## src/rtl/spo2r_div.sv

```systemverilog
// ----------------------------------------------------------------------------
// spo2r_div
// Pipelined restoring divider, one quotient bit per stage. Needs rem < den.
// ----------------------------------------------------------------------------
module spo2r_div #(
   parameter int DEN_W = 52,
   parameter int QUO_W = 20,
   parameter int SB_W  = 20
) (
   input  logic             clock,
   input  logic             reset,
   input  logic             adv,
   input  logic             in_valid,
   input  logic [DEN_W-1:0] in_rem,
   input  logic [DEN_W-1:0] in_den,
   input  logic [SB_W-1:0]  in_sb,
   output logic             out_valid,
   output logic [QUO_W-1:0] out_quo,
   output logic [SB_W-1:0]  out_sb
);

   logic             vld_ff [QUO_W];
   logic [DEN_W-1:0] rem_ff [QUO_W];
   logic [DEN_W-1:0] den_ff [QUO_W];
   logic [QUO_W-1:0] quo_ff [QUO_W];
   logic [SB_W-1:0]  sb_ff  [QUO_W];

   for (genvar k = 0; k < QUO_W; k++) begin : g_step
      logic             prev_vld;
      logic [DEN_W-1:0] prev_rem;
      logic [DEN_W-1:0] prev_den;
      logic [QUO_W-1:0] prev_quo;
      logic [SB_W-1:0]  prev_sb;
      logic [DEN_W:0]   dbl;
      logic [DEN_W:0]   diff;
      logic             take;
      logic [DEN_W-1:0] rem_in;
      logic [QUO_W-1:0] quo_in;

      if (k == 0) begin : g_first
         assign prev_vld = in_valid;
         assign prev_rem = in_rem;
         assign prev_den = in_den;
         assign prev_quo = '0;
         assign prev_sb  = in_sb;
      end else begin : g_next
         assign prev_vld = vld_ff[k-1];
         assign prev_rem = rem_ff[k-1];
         assign prev_den = den_ff[k-1];
         assign prev_quo = quo_ff[k-1];
         assign prev_sb  = sb_ff[k-1];
      end

      assign dbl    = {prev_rem, 1'b0};
      assign diff   = dbl - {1'b0, prev_den};
      assign take   = dbl >= {1'b0, prev_den};
      assign rem_in = take ? diff[DEN_W-1:0] : dbl[DEN_W-1:0];
      assign quo_in = {prev_quo[QUO_W-2:0], take};

      always_ff @(posedge clock) begin
         if (reset) begin
            vld_ff[k] <= 1'b0;
         end else if (adv) begin
            vld_ff[k] <= prev_vld;
         end
      end

      always_ff @(posedge clock) begin
         if (adv) begin
            rem_ff[k] <= rem_in;
            den_ff[k] <= prev_den;
            quo_ff[k] <= quo_in;
            sb_ff[k]  <= prev_sb;
         end
      end
   end

   assign out_valid = vld_ff[QUO_W-1];
   assign out_quo   = quo_ff[QUO_W-1];
   assign out_sb    = sb_ff[QUO_W-1];

endmodule

```

## config.mk

```make
export PLATFORM = sky130hd
export DESIGN_NAME = spo2r_div
export DESIGN_NICKNAME = d
export VERILOG_FILES = /design/src/rtl/spo2r_div.sv
export SDC_FILE = /design/constraint.sdc
export NUM_CORES = 2
export LEC_CHECK = 0
export ABC_CLOCK_PERIOD_IN_PS = 4700
export BUFFER_PORTS_ARGS = -buffer_cell sky130_fd_sc_hd__clkbuf_2
export CORE_UTILIZATION = 60
export DETAILED_ROUTE_END_ITERATION = 10
export PLACE_DENSITY = 0.76
export SLEW_MARGIN = 20
export SYNTH_ARGS = -nofsm -noshare
export SYNTH_HDL_FRONTEND = slang
export SYNTH_SLANG_ARGS = --single-unit
```

## constraint.sdc

```tcl
create_clock -name clock -period 4.7 [get_ports clock]
set_input_delay 0.235 -clock clock [delete_from_list [all_inputs] [get_ports clock]]
set_output_delay 0.235 -clock clock [all_outputs]
set_load 0.02 [all_outputs]
```

==> flow_metrics.py <==
metrics = {
    "run_status": {
        "outcome": "completed",
    },
    "clock_tree": {
        "clock_sink_count": 2606,
        "h-tree-depth": 5,
        "cts_tree": "done",
        "clkTransAtPathRegs_ns": 0.06,
        "cts-root-buf": "clkbuf_16",
        "clk_latency_ns": 0.97,
        "clock_path_buffers": 4,
        "cts_buffers": 297,
    },
    "logic_synthesis": {
        "avgSynthCellArea_sq_um": 11.1,
        "synthTopCellsByArea": "edfxtp_1, ha_1, a21oi_1, inv_1, xnor2_1",
        "synthArstFlopShare_pct": 0,
        "synthCells": 13325,
        "syn_nets": 14511,
        "synth_warnings": 0,
        "synth_cell_types": 102,
        "synth_most_common_cell": "edfxtp_1",
        "synth-seq-cells": 2606,
        "synth_seq_area_share_pct": 52.9,
        "yosysTopAreaCell": "edfxtp_1",
        "netlist_area_sq_mm": 0.148,
        "synth_top_area_share_pct": 52.9,
        "synth_edf_count": 2606,
        "ys.flop_type": "edfxtp_1",
        "ys_top_cells_by_count": "edfxtp_1, a21oi_1, inv_1",
    },
    "floorplanning": {
        "fp-row-count": 181,
        "start_util_pct": 60.5,
        "die_width_microns": 498,
        "fp.dieH_microns": 498,
        "coreArea_sq_mm": 0.244,
        "io-pin-count": 169,
        "die-area_sq_mm": 0.248,
    },
    "timing": {
        "tns_ns": 0,
        "whs_ns": 0.0640,
        "setup_viol": 0,
        "clock_skew_ns": 0.0896,
        "period_needed_ns": 4.58,
        "fmax_ghz": 0.218,
        "slew_viol_final": 0,
        "slew_headroom_pct": 21.7,
        "rsz0062_at_grt": "no",
        "worstMarginPinSlew_ns": 1.14,
        "hold_viol": 0,
        "fin_crit_sh_pct": 97.4,
    },
    "global_routing": {
        "grt_pass1_wl_microns": 587000,
        "grt_max_degree": 170,
        "gr-total-overflow": 0,
        "first_global_vias": 109447,
        "grt_use_total_pct": 30.2,
        "antenna_found_initial": 9,
    },
    "detailed_routing": {
        "ant_nets": 0,
        "routed_wl_microns": 382000,
        "drt_iter0_drc": 7737,
        "routed-via-count": 105921,
        "viasPerCell": 6.09,
        "wl_per_cell_microns": 21.9,
        "drc": 0,
        "dr.pass1.iters": 8,
    },
    "worst_setup_path": {
        "crit_path_start_kind": "register",
        "worst-setup-path-type": "register to register",
        "arrival_ns": 5.28,
        "crit_required_ns": 5.41,
        "ff2ff_setup_slack_ns": 0.12,
        "crit_path_end_kind": "register",
        "cp_max_fo": 4,
    },
    "placement": {
        "placed_area_sq_mm": 0.155,
        "port_buffers": 168,
        "dp_hpwl_microns": 286000,
        "finalWeightedCongestion": 1.06,
    },
    "finish": {
        "fin_area_sq_mm": 0.166,
        "syn_to_final_growth_pct": 12.2,
        "n_fill_cell": 17134,
        "drive_above_1_share_pct": 9.96,
        "fin_nets": 15151,
    },
    "power_and_ir_drop": {
        "ir_worst_vdd_mv": 0.461,
        "finalPower_mw": 117,
        "power_density_mw_per_mm2": 709,
        "p_leak_nw": 68.6,
    },
    "worst_hold_path": {
        "hold_class": "input port to register",
    },
    "job": {
        "drv_cap": 0,
    },
}
per-stage QoR:
stage / utilization (%) / std cells / setup WS (ns)
2_1_floorplan: - / 13325 / 0.972
3_3_place_gp: 63.4 / 16689 / -0.257
3_5_place_dp: 63.4 / 16689 / -0.307
4_1_cts: 67.9 / 17373 / 0.0647
5_1_grt: 67.9 / 17383 / 0.00178
6_report: 67.9 / 17387 / 0.123
path summary, 6_finish.rpt:
check                           depth (start not counted)    startpoint             to
worst max-delay path                                   15  rem_ff[2][1]  rem_ff[3][46]
worst min-delay path                                    2    in_den[27]  den_ff[0][27]
worst max register to register                         15  rem_ff[2][1]  rem_ff[3][46]
worst min register to register                          0  sb_ff[2][27]   sb_ff[2][47]
cell families after synthesis:
logic type | after synthesis | synth area share, %
AO/OA/AOI/OAI | 3697 | 15.5
XOR/XNOR | 887 | 5.26
adder cells (fa/ha/maj) | 1058 | 9.05
buffers and inverters | 1737 | 4.55
flip-flops | 2606 | 52.9
multiplexers | 414 | 3.26
AND/OR/NAND/NOR | 2926 | 9.47
worst max-delay path, stage by stage, from the launching register on:
cell	delay, ns
edfxtp_1	0.41
ha_1	0.37
nor2b_1	0.16
o31a_1	0.28
nor3_1	0.26
o311ai_1	0.19
nor3b_1	0.54
o21ai_0	0.19
buf_4	0.19
o21ai_1	0.36
a211oi_1	0.17
buf_4	0.18
a32oi_1	0.37
o21bai_1	0.18
xor2_1	0.18
mux2_2	0.27
placed cells by master, fill, tap and decap left out, drive strengths merged, types with 178 or more instances in the layout:
master,count
a21o,585
a21oi,1493
buf,456
clkbuf,522
dlygate4sd3,178
edfxtp,2606
ha,1039
inv,1286
mux2,402
nand2,704
nand3,210
nand4,243
nor2,949
o21ai,667
xnor2,510
xor2,377
sequential cells by signal, indices dropped and copies added (netlist names):
name and cells:
den_ff 988, rem_ff 988, sb_ff 400, quo_ff 210
vld_ff 20
power breakdown:
part           switching, mW  leakage (nW)  internal, mW
combinational           33.3          38.7          24.9
clock                   9.09          4.43          12.9
sequential              3.19          25.5          34.2
total                   45.5          68.6          71.9
cell type report:
type                            instances  area, sq um  area share, %
Multi-Input combinational cell       8982        63100           38.1
Antenna cell                           13         32.5         0.0196
Clock buffer                          355         7670           4.63
Tap cell                             3202         4010           2.42
Sequential cell                      2606        78300           47.2
Inverter                             1277         4790           2.89
Timing Repair Buffer                  801         6540           3.95
Clock inverter                        151         1390          0.837
routing by layer:
metal	track usage (%)	wire (microns)
met3	3.46	15500
met4	20.9	29700
met5	0	0
met1	28.2	127000
met2	60.0	210000
repair_timing:
| item | 4_1_cts | 5_1_grt |
|---|---|---|
| buffers inserted | 0 | 1 |
| gates resized for setup | 3 | 15 |
| hold buffers | 178 | 0 |
| setup endpoints to repair | 53 | 171 |
| hold endpoints to repair | 198 | 0 |
| pin swaps | 0 | 1 |
Note: power is estimated with default switching activity, not from simulation.
