===== config.mk =====
export PLATFORM = sky130hd
export DESIGN_NAME = spo2r_front
export DESIGN_NICKNAME = d
export VERILOG_FILES = /design/src/rtl/spo2r_pkg.sv /design/src/rtl/spo2r_front.sv
export SDC_FILE = /design/constraint.sdc
export NUM_CORES = 2
export LEC_CHECK = 0
export BUFFER_PORTS_ARGS = -buffer_cell sky130_fd_sc_hd__buf_2
export CAP_MARGIN = 5
export CORE_AREA = 5 5 304 306
export CTS_CLUSTER_DIAMETER = 30
export DETAILED_ROUTE_END_ITERATION = 7
export DIE_AREA = 0 0 309 311
export GPL_TIMING_DRIVEN = 1
export PLACE_DENSITY_LB_ADDON = 0.15
export SYNTH_ARGS = -nofsm -noshare
export SYNTH_HDL_FRONTEND = slang
export SYNTH_SLANG_ARGS = --single-unit

===== constraint.sdc =====
create_clock -name clock -period 20.3 [get_ports clock]
set_input_delay 2.03 -clock clock [delete_from_list [all_inputs] [get_ports clock]]
set_output_delay 2.03 -clock clock [all_outputs]
set_load 0.01 [all_outputs]

===== src/rtl/spo2r_pkg.sv =====
// ----------------------------------------------------------------------------
// spo2r_pkg
// Shared types and constants of the SpO2 ratio-of-ratios estimator.
// ----------------------------------------------------------------------------
package spo2r_pkg;

   localparam int LEVEL_W     = 24;
   localparam int RATIO_W     = 20;
   localparam int SPO2_W      = 15;
   localparam int QUAL_W      = 16;
   localparam int CONF_W      = 16;
   localparam int VERSION_W   = 16;
   localparam int COEF_W      = 32;
   localparam int CSR_INDEX_W = 3;
   localparam int CSR_DATA_W  = 32;

   localparam logic [CSR_INDEX_W-1:0] CSR_COEF_A      = 3'd0;
   localparam logic [CSR_INDEX_W-1:0] CSR_COEF_B      = 3'd1;
   localparam logic [CSR_INDEX_W-1:0] CSR_COEF_C      = 3'd2;
   localparam logic [CSR_INDEX_W-1:0] CSR_RATIO_MIN   = 3'd3;
   localparam logic [CSR_INDEX_W-1:0] CSR_RATIO_MAX   = 3'd4;
   localparam logic [CSR_INDEX_W-1:0] CSR_IS_CAL      = 3'd5;
   localparam logic [CSR_INDEX_W-1:0] CSR_ALLOW_UNCAL = 3'd6;
   localparam logic [CSR_INDEX_W-1:0] CSR_VERSION     = 3'd7;

   localparam logic signed [COEF_W-1:0] COEF_A_RST = 32'sh0000_0000;
   localparam logic signed [COEF_W-1:0] COEF_B_RST = 32'shFFE7_0000;
   localparam logic signed [COEF_W-1:0] COEF_C_RST = 32'sh006E_0000;
   localparam logic [RATIO_W-1:0]       RATIO_MIN_RST = 20'd13107;
   localparam logic [RATIO_W-1:0]       RATIO_MAX_RST = 20'd131072;

   // quality and correlation gates
   localparam logic [16:0] CORR_MIN = 17'd19661;

   // ac_ir / dc_ir floor of 1e-8
   localparam int              TINY_K_W = 27;
   localparam logic [TINY_K_W-1:0] TINY_K = 27'd100000000;

   // calibration sum in Q.32
   localparam int SUM_W = 60;
   localparam logic signed [SUM_W-1:0] SUM_LO  = 60'sd300647710720;
   localparam logic signed [SUM_W-1:0] SUM_HI  = 60'sd431644213248;
   localparam logic signed [SUM_W-1:0] SUM_TOP = 60'sd429496729600;

   // confidence
   localparam int              MARGIN_W   = 17;
   localparam int              WEIGHT_W   = 23;
   localparam logic [WEIGHT_W-1:0] WEIGHT_BASE = 23'd4259840;
   localparam logic [WEIGHT_W-1:0] WEIGHT_SLOPE = 23'd35;
   localparam logic [6:0]      GAIN_CAL   = 7'd100;
   localparam logic [6:0]      GAIN_UNCAL = 7'd60;
   localparam int              SCALED_W   = 30;
   localparam int              RECIP_W    = 31;
   localparam logic [RECIP_W-1:0] RECIP_10K = 31'd1759218605;
   localparam int              RECIP_SHIFT = 44;

   typedef enum logic [2:0] {
      ST_OK          = 3'd0,
      ST_OK_UNCAL    = 3'd1,
      ST_NO_SIGNAL   = 3'd2,
      ST_LOW_QUALITY = 3'd3,
      ST_INTERNAL    = 3'd4,
      ST_RANGE       = 3'd5,
      ST_NOT_READY   = 3'd6
   } status_type;

   typedef struct packed {
      logic                      pulse_detected;
      logic [QUAL_W-1:0]         quality_level;
      logic signed [15:0]        correlation;
      logic [LEVEL_W-1:0]        dc_red_level;
      logic [LEVEL_W-1:0]        dc_ir_level;
      logic [LEVEL_W-1:0]        ac_red_level;
      logic [LEVEL_W-1:0]        ac_ir_level;
   } req_type;

   typedef struct packed {
      logic                      estimate_valid;
      logic [2:0]                status;
      logic [SPO2_W-1:0]         spo2_value;
      logic [RATIO_W-1:0]        ratio_value;
      logic [CONF_W-1:0]         confidence;
      logic                      calibrated_echo;
      logic [VERSION_W-1:0]      version_echo;
   } rsp_type;

   typedef struct packed {
      logic                      fail;
      status_type                status;
      logic [QUAL_W-1:0]         qual;
   } early_type;

   typedef struct packed {
      logic                      fail;
      logic                      est;
      status_type                status;
      logic [RATIO_W-1:0]        ratio;
      logic [SPO2_W-1:0]         spo2;
      logic [QUAL_W-1:0]         qual;
      logic                      msat;
   } post_type;

endpackage


===== src/rtl/spo2r_front.sv =====
// ----------------------------------------------------------------------------
// spo2r_front
// Input gating, level products, floor and ratio overflow checks (two stages).
// ----------------------------------------------------------------------------
module spo2r_front #(
   parameter int LW = 24
) (
   input  logic                   clock,
   input  logic                   reset,
   input  logic                   adv,
   input  logic                   in_valid,
   input  spo2r_pkg::req_type     in_data,
   output logic                   out_valid,
   output logic [2*LW+3:0]        out_rem,
   output logic [2*LW+3:0]        out_den,
   output spo2r_pkg::early_type   out_early
);

   localparam int TINY_W = LW + spo2r_pkg::TINY_K_W;

   logic [LW-1:0]          dcr, dci, acr, aci;
   logic [16:0]            cabs;
   spo2r_pkg::early_type   early_in;
   logic [2*LW-1:0]        num_in, den_in;
   logic [TINY_W-1:0]      tiny_in;

   logic                   s1_vld_ff;
   spo2r_pkg::early_type   s1_early_ff;
   logic [2*LW-1:0]        s1_num_ff, s1_den_ff;
   logic [TINY_W-1:0]      s1_tiny_ff;
   logic [LW-1:0]          s1_dci_ff;

   logic                   ovf, tiny;
   spo2r_pkg::early_type   early2_in;

   logic                   s2_vld_ff;
   spo2r_pkg::early_type   s2_early_ff;
   logic [2*LW+3:0]        s2_rem_ff, s2_den_ff;

   assign dcr = in_data.dc_red_level[LW-1:0];
   assign dci = in_data.dc_ir_level[LW-1:0];
   assign acr = in_data.ac_red_level[LW-1:0];
   assign aci = in_data.ac_ir_level[LW-1:0];

   assign cabs = in_data.correlation[15] ?
                 (17'h10000 - {1'b0, in_data.correlation}) : {1'b0, in_data.correlation};

   always_comb begin
      early_in.fail   = 1'b1;
      early_in.status = spo2r_pkg::ST_OK;
      early_in.qual   = in_data.quality_level;
      if (!in_data.pulse_detected) begin
         early_in.status = spo2r_pkg::ST_NO_SIGNAL;
      end else if (!in_data.quality_level[15] || cabs < spo2r_pkg::CORR_MIN) begin
         early_in.status = spo2r_pkg::ST_LOW_QUALITY;
      end else if (dcr == '0 || dci == '0 || acr == '0 || aci == '0) begin
         early_in.status = spo2r_pkg::ST_NO_SIGNAL;
      end else begin
         early_in.fail = 1'b0;
      end
   end

   assign num_in  = (2*LW)'(acr) * (2*LW)'(dci);
   assign den_in  = (2*LW)'(dcr) * (2*LW)'(aci);
   assign tiny_in = TINY_W'(aci) * TINY_W'(spo2r_pkg::TINY_K);

   always_ff @(posedge clock) begin
      if (reset) begin
         s1_vld_ff <= 1'b0;
      end else if (adv) begin
         s1_vld_ff <= in_valid;
      end
   end

   always_ff @(posedge clock) begin
      if (adv) begin
         s1_early_ff <= early_in;
         s1_num_ff   <= num_in;
         s1_den_ff   <= den_in;
         s1_tiny_ff  <= tiny_in;
         s1_dci_ff   <= dci;
      end
   end

   assign ovf  = {4'b0, s1_num_ff} >= {s1_den_ff, 4'b0};
   assign tiny = s1_tiny_ff <= TINY_W'(s1_dci_ff);

   always_comb begin
      early2_in = s1_early_ff;
      if (!s1_early_ff.fail && (tiny || ovf)) begin
         early2_in.fail   = 1'b1;
         early2_in.status = spo2r_pkg::ST_INTERNAL;
      end
   end

   always_ff @(posedge clock) begin
      if (reset) begin
         s2_vld_ff <= 1'b0;
      end else if (adv) begin
         s2_vld_ff <= s1_vld_ff;
      end
   end

   always_ff @(posedge clock) begin
      if (adv) begin
         s2_early_ff <= early2_in;
         s2_rem_ff   <= {4'b0, s1_num_ff};
         s2_den_ff   <= {s1_den_ff, 4'b0};
      end
   end

   assign out_valid = s2_vld_ff;
   assign out_rem   = s2_rem_ff;
   assign out_den   = s2_den_ff;
   assign out_early = s2_early_ff;

endmodule


==> metrics.yaml <==
outcome: "complete, no violations"
drt_pass1_iterations: 7
cts-htree-levels: 3
synth_compound_area_frac: 0.0489
synth_edf_count: 297
final_common_cell: "inv_1"
startpoint_type: "primary input"
slowest_stage: "fa_1"
start_util: 0.646
cts_made_buffers: 67
yosysTopAreaCellShare: 0.407
max_freq_ghz: 0.113
cts_buffer_depth: 3
postCtsSetupBuffers: 0
grt_pass1_wl_um: 240000
yosysSeqAreaShare: 0.155
synthArstFlopShare: 0
crit_arrival_ns: 9.23
synth_top_area_cell: "fa_1"
synth.distinct_cells: 87
hp-class: "flop to flop"
synth_top_family_by_area: "adder cells"
die_width_um: 309
maxSlewHeadroom: 0.294
setup_tns_ns: 0
die-area_um2: 96100
wl_per_cell_um: 20.9
hpwl_um: 114000
cp_num_buf_inv: 4
muxShareOfSynthArea: 0.00141
synthXorXnorAreaFrac: 0.0194
fin_ws_ns: 11.41
holdBufCountCts: 0
critPathMaxFanout: 26
synth_simple_gate_area_frac: 0.130
crit_type: "primary input to flop"
synth_warnings: 0
cts_sinks: 299
cts_resized: 0
period_needed_ns: 8.89
hold_violations: 0
vias: 40366
ys_top_cells_by_area: "fa_1 (41%), edfxtp_1 (15%), ha_1 (13%)"
grt.overflow.total: 0
post-place-ws_ns: 10.96
maxSlewViolCount: 0
syn_inst: 5798
final_cell_mix: "inv_1 (1472), fa_1 (1173), nand2_1 (655)"
die_y_um: 311
finalSetupViolCount: 0
antenna_found_initial: 7
syn_area_um2: 57700
drc_errors: 0
crit_top_cell: "fa_1"
cts_root_buffer: "clkbuf_16"
clkSlewWorstSetupHoldPaths_ns: 0.05
cp-end-kind: "flop"
worstPathCellList: "buf_2 -> nand2_1 -> fa_1 -> fa_1 -> inv_1 -> fa_1 -> fa_1 -> fa_1 -> fa_1 -> inv_1 -> fa_1 -> inv_1 -> ha_1 -> a21oi_1 -> o31ai_1 -> or4_1 -> o2111ai_1 -> nand2_1 -> o31ai_2 -> o21ai_1 -> xor2_1"
max_cap_violations: 0
dp_cells: 7008
grt_use_total: 0.320
ys.flop_type: "edfxtp_1"
syn_avg_cell_area_um2: 9.95
port_buffers: 249
layout.cells.non_filler: 7136
clock_latency_ns: 0.62
grt_max_degree: 176
areaGrowthSynthToFinish_pct: 7.32
wirelength_um: 149000
vias_per_cell: 5.66
nets: 7792
period_share: 0.438
cp_top_family: "adder cells"
grt_pass1_vias: 43919
required_ns: 20.64
ant_nets: 0
core_area_um2: 89300
core.rowCount: 110
rsz0062_at_grt: "false"
cts_tree: "built"
synth_fa_ha_area_frac: 0.534
drive_gt1_frac: 0.0675
fin_skew_ns: 0.0439
ys_ff_latch: 299
max_slew.worst_pin.slew_ns: 1.06
drt-initial-drc-count: 3190
place.gp.congestion: 0.908
slowest_delay_ns: 0.60
io_pins: 258
-- state kept, by name (all words and copies together) (netlist names) --
name and count:
s1_vld_ff 1, out_early 20, s1_dci_ff 24, out_den 48
s1_num_ff 48, out_valid 1, early2_in 16, out_rem 48
s1_den_ff 48, s1_early_ff 2, s1_tiny_ff 43
-- synthesized netlist by cell type (30+ instances only) --
cell type	instances
ha_1	585
and2_1	574
edfxtp_1	297
nor4_1	30
inv_1	1472
a21o_1	80
nor2_1	69
fa_1	1173
xor2_1	38
clkbuf_1	211
a21oi_1	135
nand2_1	655
o21ai_0	58
xnor2_1	90
-- routing by layer --
layer	global-route usage	wire [um]	part of all wire	vias to the layer above
met5	0	0	0	-
met4	0.103	5090	0.034	0
met3	0.0722	14100	0.094	321
met2	0.521	71400	0.48	1831
met1	0.433	58300	0.39	20532
li1	-	-	-	17682
-- through the flow --
step	utilization	hold WS [ns]	area, um^2
5_1_grt	0.693	0.419	61900
4_1_cts	0.693	0.413	61900
3_5_place_dp	0.667	0.405	59600
6_report	0.693	0.412	61900
3_3_place_gp	0.667	0.400	59600
2_1_floorplan	-	0.400	57700
-- final timing paths --
kind                      from             to  depth (start not counted)  slack, ns
setup / recovery   in_data[57]  s1_num_ff[43]                         21      11.41
hold / removal    early2_in[6]   out_early[6]                          0       0.41
setup reg to reg  s1_dci_ff[9]  out_early[18]                         10      17.32
hold reg to reg   early2_in[6]   out_early[6]                          0       0.41
-- cells by family after synthesis --
kind of cell    after synthesis
buf+inv                    1697
flops                       299
compound gates              425
simple gates               1482
xor+xnor                    128
mux                           8
other cells                   1
fa+ha+maj                  1758
-- worst register-to-register path: cells and delay by family, from the launching register on --
family                   cells  cell delay (ns)
AO/OA/AOI/OAI                6             1.49
AND/OR/NAND/NOR              2             0.41
flip-flops                   1             0.41
adder cells (fa/ha/maj)      1             0.30
buffers and inverters        1             0.07
-- cell type report --
type                    instances  area (um^2)
multi-input cells            3809        42300
fillers                      6908        27400
flip-flops and latches        299         8960
inverters                    1473         5530
clock buffers                  73         1700
well taps                    1176         1470
repair buffers                251         1280
clock inverters                50          616
diodes                          5         12.5
Power is not shown: default switching activity piles up to over one toggle a cycle in this logic, so the estimate is an artifact.
