### config.mk
export PLATFORM = sky130hd
export DESIGN_NAME = spo2r_conf
export DESIGN_NICKNAME = d
export VERILOG_FILES = /design/src/rtl/spo2r_pkg.sv /design/src/rtl/spo2r_conf.sv
export SDC_FILE = /design/constraint.sdc
export NUM_CORES = 2
export LEC_CHECK = 0
export ABC_AREA = 1
export BUFFER_PORTS_ARGS = -buffer_cell sky130_fd_sc_hd__buf_2
export CORE_UTILIZATION = 31
export DETAILED_ROUTE_END_ITERATION = 8
export PLACE_DENSITY = 0.43
export SETUP_SLACK_MARGIN = 0.15
export SLEW_MARGIN = 5
export SYNTH_ARGS = -nofsm -noshare
export SYNTH_HDL_FRONTEND = slang
export SYNTH_SLANG_ARGS = --single-unit
### constraint.sdc
create_clock -name clock -period 18.2 [get_ports clock]
set_input_delay 3.64 -clock clock [delete_from_list [all_inputs] [get_ports clock]]
set_output_delay 3.64 -clock clock [all_outputs]
set_load 0.03 [all_outputs]
### src/rtl/spo2r_pkg.sv
// ----------------------------------------------------------------------------
// spo2r_pkg
// Shared types and constants of the SpO2 ratio-of-ratios estimator.
// ----------------------------------------------------------------------------
package spo2r_pkg;

   localparam int LEVEL_W     = 24;
   localparam int RATIO_W     = 20;
   localparam int SPO2_W      = 15;
   localparam int QUAL_W      = 16;
   localparam int CONF_W      = 16;
   localparam int VERSION_W   = 16;
   localparam int COEF_W      = 32;
   localparam int CSR_INDEX_W = 3;
   localparam int CSR_DATA_W  = 32;

   localparam logic [CSR_INDEX_W-1:0] CSR_COEF_A      = 3'd0;
   localparam logic [CSR_INDEX_W-1:0] CSR_COEF_B      = 3'd1;
   localparam logic [CSR_INDEX_W-1:0] CSR_COEF_C      = 3'd2;
   localparam logic [CSR_INDEX_W-1:0] CSR_RATIO_MIN   = 3'd3;
   localparam logic [CSR_INDEX_W-1:0] CSR_RATIO_MAX   = 3'd4;
   localparam logic [CSR_INDEX_W-1:0] CSR_IS_CAL      = 3'd5;
   localparam logic [CSR_INDEX_W-1:0] CSR_ALLOW_UNCAL = 3'd6;
   localparam logic [CSR_INDEX_W-1:0] CSR_VERSION     = 3'd7;

   localparam logic signed [COEF_W-1:0] COEF_A_RST = 32'sh0000_0000;
   localparam logic signed [COEF_W-1:0] COEF_B_RST = 32'shFFE7_0000;
   localparam logic signed [COEF_W-1:0] COEF_C_RST = 32'sh006E_0000;
   localparam logic [RATIO_W-1:0]       RATIO_MIN_RST = 20'd13107;
   localparam logic [RATIO_W-1:0]       RATIO_MAX_RST = 20'd131072;

   // quality and correlation gates
   localparam logic [16:0] CORR_MIN = 17'd19661;

   // ac_ir / dc_ir floor of 1e-8
   localparam int              TINY_K_W = 27;
   localparam logic [TINY_K_W-1:0] TINY_K = 27'd100000000;

   // calibration sum in Q.32
   localparam int SUM_W = 60;
   localparam logic signed [SUM_W-1:0] SUM_LO  = 60'sd300647710720;
   localparam logic signed [SUM_W-1:0] SUM_HI  = 60'sd431644213248;
   localparam logic signed [SUM_W-1:0] SUM_TOP = 60'sd429496729600;

   // confidence
   localparam int              MARGIN_W   = 17;
   localparam int              WEIGHT_W   = 23;
   localparam logic [WEIGHT_W-1:0] WEIGHT_BASE = 23'd4259840;
   localparam logic [WEIGHT_W-1:0] WEIGHT_SLOPE = 23'd35;
   localparam logic [6:0]      GAIN_CAL   = 7'd100;
   localparam logic [6:0]      GAIN_UNCAL = 7'd60;
   localparam int              SCALED_W   = 30;
   localparam int              RECIP_W    = 31;
   localparam logic [RECIP_W-1:0] RECIP_10K = 31'd1759218605;
   localparam int              RECIP_SHIFT = 44;

   typedef enum logic [2:0] {
      ST_OK          = 3'd0,
      ST_OK_UNCAL    = 3'd1,
      ST_NO_SIGNAL   = 3'd2,
      ST_LOW_QUALITY = 3'd3,
      ST_INTERNAL    = 3'd4,
      ST_RANGE       = 3'd5,
      ST_NOT_READY   = 3'd6
   } status_type;

   typedef struct packed {
      logic                      pulse_detected;
      logic [QUAL_W-1:0]         quality_level;
      logic signed [15:0]        correlation;
      logic [LEVEL_W-1:0]        dc_red_level;
      logic [LEVEL_W-1:0]        dc_ir_level;
      logic [LEVEL_W-1:0]        ac_red_level;
      logic [LEVEL_W-1:0]        ac_ir_level;
   } req_type;

   typedef struct packed {
      logic                      estimate_valid;
      logic [2:0]                status;
      logic [SPO2_W-1:0]         spo2_value;
      logic [RATIO_W-1:0]        ratio_value;
      logic [CONF_W-1:0]         confidence;
      logic                      calibrated_echo;
      logic [VERSION_W-1:0]      version_echo;
   } rsp_type;

   typedef struct packed {
      logic                      fail;
      status_type                status;
      logic [QUAL_W-1:0]         qual;
   } early_type;

   typedef struct packed {
      logic                      fail;
      logic                      est;
      status_type                status;
      logic [RATIO_W-1:0]        ratio;
      logic [SPO2_W-1:0]         spo2;
      logic [QUAL_W-1:0]         qual;
      logic                      msat;
   } post_type;

endpackage

### src/rtl/spo2r_conf.sv
// ----------------------------------------------------------------------------
// spo2r_conf
// Confidence scaling and the result register (four stages).
// ----------------------------------------------------------------------------
module spo2r_conf (
   input  logic                               clock,
   input  logic                               reset,
   input  logic                               adv,
   input  logic                               in_valid,
   input  logic [15:0]                        in_quo,
   input  spo2r_pkg::post_type                in_post,
   input  logic                               is_cal,
   input  logic [spo2r_pkg::VERSION_W-1:0]    version,
   output logic                               rsp_valid,
   output spo2r_pkg::rsp_type                 rsp_data
);

   localparam int WW = spo2r_pkg::WEIGHT_W;
   localparam int YW = spo2r_pkg::SCALED_W;
   localparam int PW = YW + spo2r_pkg::RECIP_W;

   logic [spo2r_pkg::MARGIN_W-1:0] margin;
   logic [WW-1:0]          w_in, qk_in;
   logic                   f1_vld_ff, f2_vld_ff, f3_vld_ff;
   spo2r_pkg::post_type    f1_post_ff, f2_post_ff, f3_post_ff;
   logic [WW-1:0]          f1_w_ff, f1_qk_ff;
   logic [2*WW-1:0]        prod2;
   logic [YW-1:0]          f2_y_ff;
   logic [PW-1:0]          f3_p_ff;
   spo2r_pkg::rsp_type     rsp_in;
   logic                   rsp_valid_ff;
   spo2r_pkg::rsp_type     rsp_data_ff;

   assign margin = in_post.msat ? '0 : (17'h10000 - {1'b0, in_quo});
   assign w_in   = spo2r_pkg::WEIGHT_BASE + WW'(margin) * spo2r_pkg::WEIGHT_SLOPE;
   assign qk_in  = WW'(in_post.qual) *
                   WW'(is_cal ? spo2r_pkg::GAIN_CAL : spo2r_pkg::GAIN_UNCAL);
   assign prod2  = (2*WW)'(f1_qk_ff) * (2*WW)'(f1_w_ff);

   always_ff @(posedge clock) begin
      if (reset) begin
         f1_vld_ff    <= 1'b0;
         f2_vld_ff    <= 1'b0;
         f3_vld_ff    <= 1'b0;
         rsp_valid_ff <= 1'b0;
      end else if (adv) begin
         f1_vld_ff    <= in_valid;
         f2_vld_ff    <= f1_vld_ff;
         f3_vld_ff    <= f2_vld_ff;
         rsp_valid_ff <= f3_vld_ff;
      end
   end

   always_ff @(posedge clock) begin
      if (adv) begin
         f1_post_ff <= in_post;
         f1_w_ff    <= w_in;
         f1_qk_ff   <= qk_in;
         f2_post_ff <= f1_post_ff;
         f2_y_ff    <= prod2[YW+15:16];
         f3_post_ff <= f2_post_ff;
         f3_p_ff    <= PW'(f2_y_ff) * PW'(spo2r_pkg::RECIP_10K);
         rsp_data_ff <= rsp_in;
      end
   end

   always_comb begin
      rsp_in = '0;
      rsp_in.status = f3_post_ff.status;
      if (!f3_post_ff.fail) begin
         rsp_in.ratio_value     = f3_post_ff.ratio;
         rsp_in.calibrated_echo = is_cal;
         rsp_in.version_echo    = version;
      end
      if (f3_post_ff.est) begin
         rsp_in.estimate_valid = 1'b1;
         rsp_in.spo2_value     = f3_post_ff.spo2;
         rsp_in.confidence     = f3_p_ff[spo2r_pkg::RECIP_SHIFT+15:spo2r_pkg::RECIP_SHIFT];
      end
   end

   assign rsp_valid = rsp_valid_ff;
   assign rsp_data  = rsp_data_ff;

endmodule

==> metrics.txt <==
result of the run=finished clean; clock transition at the registers of the reported paths=0.06 ns; critical path data arrival time=7.75 ns; number of hold violations in the final report=0; Yosys Warn Count=0; crit path capture type=flop; port bufs=166; Setup TNS Final=0 ns; number of antenna repair diodes=0; total of max-cap violations=0; antenna viol nets, final=0; number of global-route vias before repair=36,972; die width=approximately 400 µm; count of distinct cell types in the synthesized netlist=42; residual overflow from global routing=0; Worst Skew=0.03478 ns; drt pass-1 iters=5; clock period minus worst slack=roughly 7.4 ns; clock tree from TritonCTS=done; postcts setup bufs=0; critical path type=primary input to flop; post-synth design cell area=just under 50,000 µm²; total via count in the routed design=about 33,000; maximum number of pins on one net before global-route repair=just over 90; Crit path depth=23; highest clock frequency the design can meet=134.4 MHz; capture instance of the worst register-to-register path=f2_y_ff[28]; number of cells upsized or downsized after cts=0; post-detailed-route wirelength per cell=approximately 18 µm; H-tree depth=2; Std-Cell Core Area=between 150,000 and 200,000 µm²; CTS buffer count=34; commonest non-fill, non-tap cell in the layout=inv_1; chip height=395.9 µm; setup violators final=0; depth of the worst register-to-register path=19; detail-routed via count per cell=4.440; Longest Clk Path Bufs=3; endpoint required time on the critical path=about 19 ns; GPL Wtd Cong=0.9067; remaining design rule violation count=0; setup slack of the most critical reg-to-reg path=between 10 and 15 ns; delay of the slowest cell on the worst path=0.47 ns; share of cells above drive strength 1=5.167%; area added between synthesis and finish=9.146%; Clk Latency, worst-skew pair=0.60 ns; first-pass GRT wire length=216,000 µm; cell count after placement=7,463; non-filler cells in the finished layout=7,521; measured slew at the worst slew-check pin=roughly 1.1 ns; Avg Cell Area, Syn=9.042 µm²; Crit path buffers/inverters=5; gate count of the mapped netlist=5,318; number of flops mapped to enable cells by yosys=282; sequential share of the synthesized area=between 10% and 20%; Cell Rows=144; Yosys reg bits=286; Critical Path Source=in_quo[0]; share of flip-flops with an asynchronous set or reset after synthesis=0%; top cell family by delay on the critical path=adder cells; highest net fanout along the worst path=5; element type at the critical path start=primary input; Die Footprint=156,700 µm²; end point of the critical path=f1_w_ff[21]; slew margin rel.=26.42%; share of the cycle needed by the critical path after routing=40.87%; Top FF cell, synth=edfxtp_1; Post-layout nets=7,032; number of violations reported at the end of detailed-routing iteration 0=1,454; unrepaired setup endpoints after global routing=no; total count of max-transition violations in the final report=0; cts-stage hold buffer count=0; commonest cells after routing, fill and taps aside=1,643 x inv_1, 969 x nand2_1, 861 x fa_1; crit path max-delay cell type=fa_1; TritonCTS Sinks=286; reg-to-reg critical path startpoint=f1_w_ff[3]; number of primary I/O pins=167; total nets after synthesis=around 7,000; root cell of the clock tree=clkbuf_16; All-Layer GR Usage=17.97%; list of cells traversed by the critical path=buf_2, inv_1, ha_1, nand2_1, nor4_1, nand2_1, inv_1, nand2_1, a21oi_1, ha_1, ha_1, inv_1, fa_1, inv_1, ha_1, ha_1, a21oi_1, o21ai_0, a21oi_1, nand2_1, nand2_1, nand3_1, xor2_1; Initial Utilization=31.22%; final wirelength=roughly 140,000 µm; Hold/Removal Path Class=flop to flop; hpwl dp=~120,000 µm; antenna violations before repair=1
## metrics by stage
step           cell area (µm²)  setup WS, ns  util [%]  hold WS [ns]
2_1_floorplan            48090         10.66         -        0.4003
3_3_place_gp             51370         10.17     33.35        0.4001
3_5_place_dp             51370         10.17     33.35        0.4045
4_1_cts                  52490         10.81     34.07        0.3917
5_1_grt                  52490         10.46     34.07        0.4148
6_report                 52490         10.76     34.07        0.3934
## cells in the mapped netlist, drive strengths merged (4+ instances only)
master | count | area, µm²
o21ai | 108 | 548.0
a21o | 14 | 105.1
nor2 | 275 | 1072
nor3 | 28 | 160.2
nor4 | 10 | 81.33
nand3 | 88 | 445.4
nand4 | 24 | 150.1
o21bai | 15 | 112.6
nand2 | 976 | 3681
a31oi | 6 | 37.54
xnor2 | 20 | 175.2
o21a | 9 | 67.56
fa | 861 | 17240
inv | 1645 | 6175
a21oi | 174 | 870.8
dfxtp | 4 | 80.08
xor2 | 37 | 324.1
clkbuf | 99 | 371.6
edfxtp | 282 | 8468
nand3b | 5 | 37.54
ha | 622 | 7782
## kinds of logic after synthesis
group / synth area share [%]
AO/OA/AOI/OAI: 3.731
adder cells (fa/ha/maj): 52.03
XOR/XNOR: 1.038
buffers and inverters: 13.63
flip-flops: 17.78
AND/OR/NAND/NOR: 11.79
## how the worst min path moves through the flow
| stage | start | end | depth (start not counted) |
|---|---|---|---|
| after floorplan | f1_post_ff[17] | f2_post_ff[17] | 0 |
| after CTS | f2_post_ff[21] | f3_post_ff[21] | 0 |
| final | f2_post_ff[40] | f3_post_ff[40] | 0 |
| after global routing | f2_post_ff[21] | f3_post_ff[21] | 0 |
| after global placement | f2_post_ff[32] | f3_post_ff[32] | 0 |
| after detailed placement | f1_post_ff[36] | f2_post_ff[36] | 0 |
## sequential cells by signal, indices dropped and copies added, names as in the netlist, 16 cells and up
register	flops
rsp_data	72
f1_post_ff	40
f2_post_ff	40
f3_post_ff	40
f2_y_ff	30
f1_w_ff	23
f1_qk_ff	21
f3_p_ff	16
## layer usage
metal	vias up	wire, µm	GRT usage [%]
met2	470	69250	32.47
met5	-	0	0
met1	16772	60230	22.99
met4	0	3034	3.847
li1	16003	-	-
met3	146	3785	1.849
## final cells by class
type                       count  area [µm²]
sequential                   286        8548
fill                       16184      101600
clock inverter                20       247.7
multi-input combinational   3286       32980
tap                         2044        2557
timing repair buffer         201        1104
clock buffer                  38       865.8
inverter                    1646        6178
Power is left out: the tool's default activity adds up to more than one toggle a clock period on the data nets, which glitch-free logic cannot reach.
